--- src/hw/rtl/weighted_random_pick_defines.svh ---
// Assertion macros used by the weighted random pick top level.
// No dependencies; include this file by its bare name.
`ifndef WEIGHTED_RANDOM_PICK_DEFINES_SVH
`define WEIGHTED_RANDOM_PICK_DEFINES_SVH

`ifndef SYNTHESIS
`define WRP_ASSERT(label, clk, rst, prop) \
   label: assert property (@(posedge clk) disable iff (rst) prop) \
      else $error("weighted_random_pick: assertion failed");
`define WRP_ASSERT_NEXT(label, clk, rst, pre, post) \
   label: assert property (@(posedge clk) disable iff (rst) (pre) |=> (post)) \
      else $error("weighted_random_pick: assertion failed");
`else
`define WRP_ASSERT(label, clk, rst, prop)
`define WRP_ASSERT_NEXT(label, clk, rst, pre, post)
`endif

`endif

--- src/hw/rtl/wrp_pkg.sv ---
// Types and constants of the weighted random pick block.
// No dependencies; used by wrp_cell and weighted_random_pick.
package wrp_pkg;

   localparam int MAX_ENTRIES = 16;
   localparam int IDX_W       = (MAX_ENTRIES > 1) ? $clog2(MAX_ENTRIES) : 1;
   localparam int CNT_W       = $clog2(MAX_ENTRIES + 1);

   localparam int OP_W        = 2;
   localparam int WEIGHT_W    = 16;
   localparam int CHANCE_W    = 7;
   localparam int POS_W       = 14;
   localparam int TOTAL_W     = 20;
   localparam int PROD_W      = POS_W + TOTAL_W;
   // One weight scaled by the draw range fits in 30 bits.
   localparam int SCALED_W    = 30;
   // Scaled running sums over up to 64 entries fit in 36 bits.
   localparam int SUM_W       = 36;

   localparam logic [OP_W-1:0] OP_ADD   = 2'd0;
   localparam logic [OP_W-1:0] OP_PICK  = 2'd1;
   localparam logic [OP_W-1:0] OP_CLEAR = 2'd2;

   localparam logic [WEIGHT_W-1:0] WEIGHT_ONE = 16'd256;
   localparam logic [TOTAL_W-1:0]  TOTAL_MAX  = 20'hFFFFF;
   localparam logic [POS_W-1:0]    DRAW_SCALE = 14'd10000;
   localparam logic [CHANCE_W-1:0] CHANCE_RESET = 7'd100;

   // Broadcast from the controller to every cell.
   typedef struct packed {
      logic                 run;
      logic [WEIGHT_W-1:0]  weight;
      logic [SUM_W-1:0]     target;
   } wrp_bcast_type;

   // Token and running sum handed from one cell to the next.
   typedef struct packed {
      logic              active;
      logic [SUM_W-1:0]  cum;
   } wrp_link_type;

endpackage

--- src/hw/rtl/weighted_random_pick.sv ---
// Top level of the weighted random pick block: controller and the chain of cells.
// Depends on wrp_pkg, wrp_cell and weighted_random_pick_defines.svh.
//
//   Port group   Direction  Handshake                Contents
//   req_*        in         req_valid / req_ready    operation, weight, two draws
//   rsp_*        out        rsp_valid / rsp_ready    accepted, picked, index, count
//   csr_*        in         csr_write_enable         appear chance percent
//
// An add, a clear or a refused pick goes from execute straight to done. A pick
// first forms the target in the multiply state, then in the scan state the token
// walks one cell per cycle until the cumulative sum reaches it.
// Only one word is in flight; req_ready is high in the idle state only, while
// a finished word may still wait in the output register.
// Reset is synchronous and clears the table count, the total and the handshake.
`include "weighted_random_pick_defines.svh"

module weighted_random_pick (
   input  logic                           clock,
   input  logic                           reset,
   input  logic                           req_valid,
   output logic                           req_ready,
   input  logic [wrp_pkg::OP_W-1:0]       req_operation,
   input  logic signed [wrp_pkg::WEIGHT_W-1:0] req_weight_in,
   input  logic [wrp_pkg::CHANCE_W-1:0]   req_chance_draw,
   input  logic [wrp_pkg::POS_W-1:0]      req_position_draw,
   output logic                           rsp_valid,
   input  logic                           rsp_ready,
   output logic                           rsp_accepted,
   output logic                           rsp_picked,
   output logic [3:0]                     rsp_picked_index,
   output logic [4:0]                     rsp_entries_held,
   input  logic                           csr_write_enable,
   input  logic [wrp_pkg::CHANCE_W-1:0]   csr_write_data
);
   import wrp_pkg::*;

   localparam logic [2:0] ST_IDLE = 3'd0;
   localparam logic [2:0] ST_EXEC = 3'd1;
   localparam logic [2:0] ST_MUL  = 3'd2;
   localparam logic [2:0] ST_SCAN = 3'd3;
   localparam logic [2:0] ST_DONE = 3'd4;

   logic [2:0]           state_ff, state_in;
   logic [OP_W-1:0]      op_ff;
   logic [WEIGHT_W-1:0]  weight_ff;
   logic [CHANCE_W-1:0]  chance_ff;
   logic [POS_W-1:0]     pos_ff;
   logic [CNT_W-1:0]     count_ff, count_in;
   logic [TOTAL_W-1:0]   total_ff, total_in;
   logic [CHANCE_W-1:0]  appear_ff;
   logic [SUM_W-1:0]     target_ff, target_in;
   logic [IDX_W-1:0]     scan_idx_ff, scan_idx_in;
   logic                 res_acc_ff, res_acc_in;
   logic                 res_pick_ff, res_pick_in;
   logic [IDX_W-1:0]     res_idx_ff, res_idx_in;
   logic                 rsp_valid_ff, rsp_valid_in;
   logic                 rsp_acc_ff;
   logic                 rsp_pick_ff;
   logic [IDX_W-1:0]     rsp_idx_ff;
   logic [CNT_W-1:0]     rsp_held_ff;

   logic                 req_take;
   logic                 out_load;
   logic                 wr_en;
   logic                 seed;
   logic [WEIGHT_W-1:0]  weight_eff;
   logic [TOTAL_W:0]     total_sum;
   logic [PROD_W-1:0]    prod;
   logic                 last_entry;
   logic                 hit_any;
   logic [MAX_ENTRIES-1:0] hit_vec;
   logic [MAX_ENTRIES-1:0] wr_sel;
   wrp_bcast_type        bcast;
   wrp_link_type         link_seed;
   wrp_link_type         links_out [MAX_ENTRIES];

   assign req_ready = (state_ff == ST_IDLE);
   assign req_take  = req_valid && req_ready;
   assign out_load  = (state_ff == ST_DONE) && (!rsp_valid_ff || rsp_ready);

   // A zero or negative weight is stored as 1.0 in Q8.8.
   assign weight_eff = ((weight_ff == '0) || weight_ff[WEIGHT_W-1]) ? WEIGHT_ONE : weight_ff;
   assign total_sum  = {1'b0, total_ff} + (TOTAL_W+1)'(weight_eff);

   // Target is position_draw times the total; every cell compares against it.
   assign prod = pos_ff * total_ff;

   assign hit_any    = |hit_vec;
   assign last_entry = (CNT_W'(scan_idx_ff) + CNT_W'(1)) == count_ff;
   assign seed       = (state_ff == ST_SCAN) && (scan_idx_ff == '0);

   always_comb begin
      state_in     = state_ff;
      count_in     = count_ff;
      total_in     = total_ff;
      target_in    = target_ff;
      scan_idx_in  = scan_idx_ff;
      res_acc_in   = res_acc_ff;
      res_pick_in  = res_pick_ff;
      res_idx_in   = res_idx_ff;
      wr_en        = 1'b0;
      unique case (state_ff)
         ST_IDLE: begin
            if (req_take) begin
               res_acc_in  = 1'b0;
               res_pick_in = 1'b0;
               res_idx_in  = '0;
               state_in    = ST_EXEC;
            end
         end
         ST_EXEC: begin
            state_in = ST_DONE;
            unique case (op_ff)
               OP_ADD: begin
                  // A full table refuses the add and leaves everything as is.
                  if (count_ff < CNT_W'(MAX_ENTRIES)) begin
                     wr_en      = 1'b1;
                     count_in   = count_ff + CNT_W'(1);
                     total_in   = total_sum[TOTAL_W] ? TOTAL_MAX : total_sum[TOTAL_W-1:0];
                     res_acc_in = 1'b1;
                  end
               end
               OP_PICK: begin
                  if ((count_ff != '0) && (chance_ff < appear_ff)) begin
                     state_in = ST_MUL;
                  end
               end
               OP_CLEAR: begin
                  count_in   = '0;
                  total_in   = '0;
                  res_acc_in = 1'b1;
               end
               default: begin
                  state_in = ST_DONE;
               end
            endcase
         end
         ST_MUL: begin
            target_in   = SUM_W'(prod);
            scan_idx_in = '0;
            state_in    = ST_SCAN;
         end
         ST_SCAN: begin
            // A draw beyond the range may find no hit; the last entry is taken then.
            if (hit_any || last_entry) begin
               res_pick_in = 1'b1;
               res_idx_in  = scan_idx_ff;
               state_in    = ST_DONE;
            end else begin
               scan_idx_in = scan_idx_ff + IDX_W'(1);
            end
         end
         ST_DONE: begin
            if (out_load) begin
               state_in = ST_IDLE;
            end
         end
         default: begin
            state_in = ST_IDLE;
         end
      endcase
   end

   assign rsp_valid_in = out_load || (rsp_valid_ff && !rsp_ready);

   always_ff @(posedge clock) begin
      if (reset) begin
         state_ff     <= ST_IDLE;
         count_ff     <= '0;
         total_ff     <= '0;
         appear_ff    <= CHANCE_RESET;
         rsp_valid_ff <= 1'b0;
      end else begin
         state_ff     <= state_in;
         count_ff     <= count_in;
         total_ff     <= total_in;
         rsp_valid_ff <= rsp_valid_in;
         if (csr_write_enable) begin
            appear_ff <= csr_write_data;
         end
      end
   end

   // Payload registers carry no reset.
   always_ff @(posedge clock) begin
      if (req_take) begin
         op_ff     <= req_operation;
         weight_ff <= req_weight_in;
         chance_ff <= req_chance_draw;
         pos_ff    <= req_position_draw;
      end
      target_ff   <= target_in;
      scan_idx_ff <= scan_idx_in;
      res_acc_ff  <= res_acc_in;
      res_pick_ff <= res_pick_in;
      res_idx_ff  <= res_idx_in;
      if (out_load) begin
         rsp_acc_ff  <= res_acc_ff;
         rsp_pick_ff <= res_pick_ff;
         rsp_idx_ff  <= res_idx_ff;
         rsp_held_ff <= count_ff;
      end
   end

   assign rsp_valid        = rsp_valid_ff;
   assign rsp_accepted     = rsp_acc_ff;
   assign rsp_picked       = rsp_pick_ff;
   assign rsp_picked_index = 4'(rsp_idx_ff);
   assign rsp_entries_held = 5'(rsp_held_ff);

   // The cells only see the token while a scan runs; otherwise it is flushed.
   assign bcast.run    = (state_ff == ST_SCAN);
   assign bcast.weight = weight_eff;
   assign bcast.target = target_ff;

   assign link_seed.active = seed;
   assign link_seed.cum    = '0;

   for (genvar i = 0; i < MAX_ENTRIES; i++) begin : g_cell
      assign wr_sel[i] = wr_en && (count_ff[IDX_W-1:0] == IDX_W'(i));
      if (i == 0) begin : g_first
         wrp_cell u_cell (
            .clock    (clock),
            .reset    (reset),
            .wr_en    (wr_sel[i]),
            .bcast    (bcast),
            .link_in  (link_seed),
            .link_out (links_out[i]),
            .hit      (hit_vec[i])
         );
      end else begin : g_next
         wrp_cell u_cell (
            .clock    (clock),
            .reset    (reset),
            .wr_en    (wr_sel[i]),
            .bcast    (bcast),
            .link_in  (links_out[i-1]),
            .link_out (links_out[i]),
            .hit      (hit_vec[i])
         );
      end
   end

   // Only the cell holding the token can report a hit.
   `WRP_ASSERT(a_single_hit, clock, reset, $onehot0(hit_vec))
   `WRP_ASSERT(a_count_bound, clock, reset, count_ff <= CNT_W'(MAX_ENTRIES))
   `WRP_ASSERT_NEXT(a_accept_exec, clock, reset, req_valid && req_ready, state_ff == ST_EXEC)
   `WRP_ASSERT(a_index_bound, clock, reset, !(rsp_valid && rsp_picked) || (rsp_picked_index < rsp_entries_held))
   // The token leaves the end of the chain only when every entry is in use.
   `WRP_ASSERT(a_token_end, clock, reset, !links_out[MAX_ENTRIES-1].active || (count_ff == CNT_W'(MAX_ENTRIES)))

endmodule

--- src/hw/rtl/wrp_cell.sv ---
// One cell of the weight chain: holds a scaled weight and extends the running sum.
// Depends on wrp_pkg.
module wrp_cell (
   input  logic                  clock,
   input  logic                  reset,
   input  logic                  wr_en,
   input  wrp_pkg::wrp_bcast_type bcast,
   input  wrp_pkg::wrp_link_type  link_in,
   output wrp_pkg::wrp_link_type  link_out,
   output logic                  hit
);
   import wrp_pkg::*;

   logic [SCALED_W-1:0] scaled_ff;
   logic [SUM_W-1:0]    sum;
   logic                active_ff;
   logic                active_in;
   logic [SUM_W-1:0]    cum_ff;

   // The weight is stored already multiplied by the draw range.
   always_ff @(posedge clock) begin
      if (wr_en) begin
         scaled_ff <= SCALED_W'(bcast.weight) * SCALED_W'(DRAW_SCALE);
      end
   end

   assign sum       = link_in.cum + SUM_W'(scaled_ff);
   assign hit       = bcast.run && link_in.active && (bcast.target <= sum);
   assign active_in = bcast.run && link_in.active && !hit;

   always_ff @(posedge clock) begin
      if (reset) begin
         active_ff <= 1'b0;
      end else begin
         active_ff <= active_in;
      end
   end

   always_ff @(posedge clock) begin
      cum_ff <= sum;
   end

   assign link_out.active = active_ff;
   assign link_out.cum    = cum_ff;

endmodule
--- config.mk ---
export PLATFORM = sky130hd
export DESIGN_NAME = weighted_random_pick
export DESIGN_NICKNAME = d
export VERILOG_FILES = /design/src/hw/rtl/wrp_pkg.sv /design/src/hw/rtl/weighted_random_pick.sv /design/src/hw/rtl/wrp_cell.sv
export VERILOG_INCLUDE_DIRS = /design/src /design/src/hw/rtl
export SDC_FILE = /design/constraint.sdc
export NUM_CORES = 2
export LEC_CHECK = 0
export BUFFER_PORTS_ARGS = -buffer_cell sky130_fd_sc_hd__buf_2
export CAP_MARGIN = 20
export CORE_AREA = 2 2 473 475
export CTS_BUF_LIST = sky130_fd_sc_hd__clkbuf_16
export CTS_CLUSTER_DIAMETER = 80
export DETAILED_ROUTE_END_ITERATION = 8
export DIE_AREA = 0 0 475 477
export PLACE_DENSITY = 0.7
export SYNTH_ARGS = -nofsm -noshare
export SYNTH_HDL_FRONTEND = slang
export SYNTH_HIERARCHICAL = 1
export SYNTH_SLANG_ARGS = --single-unit
--- constraint.sdc ---
create_clock -name clock -period 9.9 [get_ports clock]
set_clock_uncertainty 0.1 [all_clocks]
set_input_delay 1.485 -clock clock [delete_from_list [all_inputs] [get_ports clock]]
set_output_delay 1.485 -clock clock [all_outputs]
set_load 0.05 [all_outputs]
After elaboration in Yosys (flattened, before gate mapping)
Index checks and enable logic that the tools add are counted.

word-level totals
  logic and storage cells = 263
  register bits after elaboration = 1,091
  input bits = 51
  RAM bits = 0
  memories = 0
  output and inout bits = 13
  bits in latches = 0
  memory bits (read-only) = 0

cells by class
  shift operators = 0
  $add $sub $neg = 19
  $lt $le $gt $ge = 18
  multipliers = 2
  bitwise gates (word level) = 0
  mux-type cells = 26
  reduce and logical (&&, ||, !) cells = 105
  equality and inequality tests = 29
  div/mod/pow operators = 0

operators by type and width
  kind                      count
  $le A34 B36 Y1            15
  $add A36 B30 Y36          14
  $logic_and A1 B1 Y1       68
  $mux W20                  2
  $pmux W20 S2              1
  $le A34 B30 Y1            1
  $mul A14 B20 Y34          1
  $eq A4 B4 Y1 const B      8
  $add A30 B30 Y31          1
  $mul A16 B10 Y26 const B  1
  $add A20 B16 Y21          1
  $logic_not A1 Y1          17
  $eq A4 B3 Y1 const B      4
  $logic_not A16 Y1         1
  $mux W16                  1
  $pmux W4 S2               2
  $reduce_or A16 Y1         1
  $mux W3                   5
  $pmux W3 S5               1
  $mux W4                   3
  $pmux W5 S2               1
  $reduce_and A3 Y1         3
  $eq A4 B2 Y1 const B      2
  $logic_not A4 Y1          2
  other kinds (26)          43

Longest topological paths before layout
  depth in word-level cells = 8
  depth in mapped cells = 24
  depth with buffers taken out = 24

Modules after synthesis
The synthesis kept the hierarchy.

by module, submodules not included
  module                                   area an instance (um2)  cells an instance  times used  seq. area each (um2)
  wrp_cell (g_cell[0].g_first.u_cell ...)  6,732.7                 713                6           1,521.5
  wrp_cell (g_cell[5].g_next.u_cell ...)   6,432.4                 657                3           1,521.5
  weighted_random_pick                     14,863.0                1,540              1           3,543.4
  wrp_cell (g_cell[2].g_next.u_cell ...)   6,826.5                 732                2           1,521.5
  wrp_cell (g_cell[1].g_next.u_cell)       6,725.2                 715                1           1,521.5
  wrp_cell (g_cell[4].g_next.u_cell)       6,698.9                 720                1           1,521.5
  wrp_cell (g_cell[8].g_next.u_cell)       6,572.6                 688                1           1,521.5
  wrp_cell (g_cell[15].g_next.u_cell)      6,536.3                 696                1           1,521.5
  wrp_cell (g_cell[9].g_next.u_cell)       6,502.5                 664                1           1,521.5

Worst setup path after synthesis
Ideal clock, no wire load.

  path type = register to register
  start = reg weight_ff[15]
  end = reg g_cell[0].g_first.u_cell.scaled_ff[29] (data pin)
  stages on the path, launching flop included = 19
  period minus slack after synthesis = 10.324 ns
  arrival = 9.967 ns
  required time = 9.542 ns
  setup time = 0.258 ns
  path buffers = 0
  slack = -0.424 ns
  cells stage by stage = edfxtp_1 -> nor2b_1 -> fa_1 -> ha_1 -> inv_1 -> fa_1 -> inv_1 -> ha_1 -> inv_1 -> fa_1 -> inv_1 -> ha_1 -> a21oi_1 -> o211ai_1 -> a41o_1 -> a2111oi_4 -> o31ai_1 -> a21oi_1 -> xnor2_1

RTL lines
  what                      line                         source
  start: declaration        weighted_random_pick.sv:45   logic [WEIGHT_W-1:0] weight_ff;
  start signal: assignment  weighted_random_pick.sv:188  weight_ff <= req_weight_in;
  end signal: assignment    wrp_cell.sv:23               scaled_ff <= SCALED_W'(bcast.weight) * SCALED_W'(DRAW_SCALE);
  end: declaration          wrp_cell.sv:14               logic [SCALED_W-1:0] scaled_ff;

==> results.txt <==
Clock latency on the worst-skew pair, taken at its later pin, is 0.82 ns. For the highest clock frequency the design can meet, the log shows 136 MHz. Source of the critical timing path: weight_ff[15].

The net count of the finished layout came out at 15,971. The total via count after detailed routing was 93,159; the final global-route overflow total was 0. The logs give 64 for the top-level port count and 6,434 for the first-iteration detailed-routing DRC count. The number of pins exceeding their max-slew limit in the final report is 0, and the ratio of routed vias to standard cells is 5.83.

The clock net in this run drives a total of 1,101 sinks. The register clock-pin slew on the reported worst setup and hold paths was 0.06 ns. The tools report the setup TNS as 0 ns. The share of total power consumed by net switching was 46.9%.

The final-report hold violation count was 0; the number of remaining DRC errors was 0. The tools report the number of maximum-capacitance constraint violations as 0. The setup path with the least slack is of type register to register. Buffers added to address setup during post-CTS repair amount to 0.

At the end of routability-driven placement, the weighted congestion stood at 0.945. The H-tree generated during clock tree synthesis spans 4 levels. TritonCTS built the clock tree.

For the internal power of the cells, the log shows 18,200 uW. The area of the die is 227,000 um^2, and the arrival time of data at the critical path endpoint is 7.77 ns. The clock period minus final worst setup slack came out at 7.33 ns. Entering global routing, the biggest net connects 58 pins.

The clock buffer count from CTS was 135. The cell area after technology mapping came out at 120,000 um^2. The number of detailed-routing iterations run before antenna repair was 6. The die is 475 um wide. STA puts the critical path data required time at 10.35 ns. The post-cts resize count was 0. The run finished with clean final reports. The switching power was 16,100 uW; the detailed-route wire length was 341,000 um.

The sequential fraction of design power was 20.4%. IR analysis of the VDD net gives a maximum drop of 0.164 mV. In this run the worst path has a maximum fanout of 27.

In this run the static leakage power is 0.0655 uW. The startpoint identified for the worst hold timing path is g_cell[8].g_next.u_cell/cum_ff[1]. The mean area per synthesized cell works out to 9.50 um^2. The clock passes through at most 3 buffers. The share of power burned in combinational logic was 65.0%; the final number of setup-violating endpoints was 0.

STA classifies the critical path endpoint as a register. The filler cells instantiated in the layout total 19,133. Global routing consumed, over all layers together, 30.1% of the routing resources. The count of buffers added on input and output ports is 63.

The die is 477 um tall. Yosys printed 6 warnings. The worst setup path is launched from a register. The CTS root buffer was clkbuf_16.

Hold repair after CTS inserted 0 buffers. The average wire per cell in the routed design came out at 21.3 um. The worst hold path belongs to the class register to register. The startpoint identified for the worst register-to-register timing path is weight_ff[15].

In this run the remaining antenna-violating nets after routing total 0. The starting density of the core is 54.4%. Cells with a size suffix above 1 make up 5.32% of the layout.

The logs give 14.6% for the proportion of power drawn by the clock network and 258,000 um for the final HPWL from detailed placement. For the number of global-route vias before repair, the log shows 95,082. The initialized floorplan defines 173 standard-cell rows.

Growth of design area from synthesis to finish: 7.60%. The cell count after synthesis came out at 12,678. The worst path uses 74.0% of the clock period. The number of antenna violations at the first check in global routing was 9. The core region is 221,000 um^2. Total power for the finished layout comes to 34,300 uW. The power per cell area was 265 nW/um^2. Setup repair after global routing left no endpoint under its margin. Measured against its own limit, the worst slew margin works out to 33.5%. The global-route wire length before repair came out at 533,000 um.

At the pin with the least slew margin, the transition time is 0.991 ns.
[cell usage in the layout (no fill, tap or decap), types with 170 or more instances in the layout]
master       n
ha_1      2238
inv_1     2119
a21oi_1    858
fa_1       790
nand2_1    669
a21o_1     595
dfxtp_1    591
xnor2_1    559
edfxtp_1   510
nor2_1     408
xor2_1     345
o21ai_0    343
nand4_1    234
and2_1     183
conb_1     170
[power by group through the flow]
stage | clock network, uW | logic [uW] | registers [uW]
floorplan | 0 | 16800 | 6720
global placement | 0 | 21300 | 7080
detailed placement | 0 | 21900 | 7090
CTS | 5080 | 22100 | 7000
global route | 5250 | 25000 | 7070
finish | 5000 | 22300 | 7010
[cell type report]
class | instances | area, um^2 | share of cell area (%)
well taps | 2975 | 3720 | 2.87
clock inverters | 112 | 992 | 0.766
multi-input cells | 9372 | 84900 | 65.6
clock buffers | 140 | 3500 | 2.70
repair buffers | 174 | 1290 | 0.999
flip-flops and latches | 1101 | 27100 | 21.0
inverters | 2108 | 7920 | 6.11
diodes | 6 | 15.0 | 0.0116
[registers in the layout, summed over array words and instances (netlist names), 2 cells and up]
name	count
op_ff	2
rsp_entries_held	5
res_idx_ff	4
scan_idx_ff	4
chance_ff	7
appear_ff	7
g_cell.g_first.u_cell/cum_ff	36
g_cell.g_first.u_cell/scaled_ff	26
state_ff	3
g_cell.g_next.u_cell/cum_ff	504
weight_ff	16
g_cell.g_next.u_cell/scaled_ff	390
g_cell.g_next.u_cell/active_ff	14
pos_ff	14
rsp_picked_index	4
total_ff	20
count_ff	5
target_ff	34
[metrics by stage]
stage	hold WS (ns)	instances	instance area (um^2)	setup slack, ns	utilization [%]
2_1_floorplan	0.231	12847	121000	0.916	-
3_3_place_gp	0.239	15729	125000	2.78	56.5
3_5_place_dp	0.236	15730	125000	2.70	56.5
4_1_cts	0.235	15982	130000	2.64	58.5
5_1_grt	0.246	15983	130000	2.16	58.5
6_report	0.246	15988	130000	2.57	58.5
[critical path, stage by stage (launching register included)]
cell	delay, ns
edfxtp_1	0.69
a41oi_1	0.70
and2_4	0.76
buf_4	0.65
fa_1	0.52
ha_1	0.29
inv_1	0.06
fa_1	0.54
inv_1	0.04
ha_1	0.27
inv_1	0.05
fa_1	0.52
inv_1	0.06
ha_1	0.25
a2111oi_0	0.45
o21a_1	0.19
o31a_1	0.25
nor2_1	0.12
o41ai_1	0.41
xnor2_1	0.11
[routing by layer]
metal | global-route usage [%] | wire (um) | share of wire, %
met1 | 37.9 | 141000 | 41
met2 | 50.8 | 161000 | 47
met3 | 4.05 | 20800 | 6.1
met4 | 14.3 | 18500 | 5.4
met5 | 0 | 0 | 0
[worst paths after layout]
kind | slack [ns] | cells after the start | end
worst max-delay path | 2.57 | 19 | g_cell[4].g_next.u_cell/scaled_ff[26]
worst min-delay path | 0.25 | 0 | g_cell[9].g_next.u_cell/cum_ff[1]
worst max register to register | 2.57 | 19 | g_cell[4].g_next.u_cell/scaled_ff[26]
worst min register to register | 0.25 | 0 | g_cell[9].g_next.u_cell/cum_ff[1]
(Power assumes the default switching activity.)
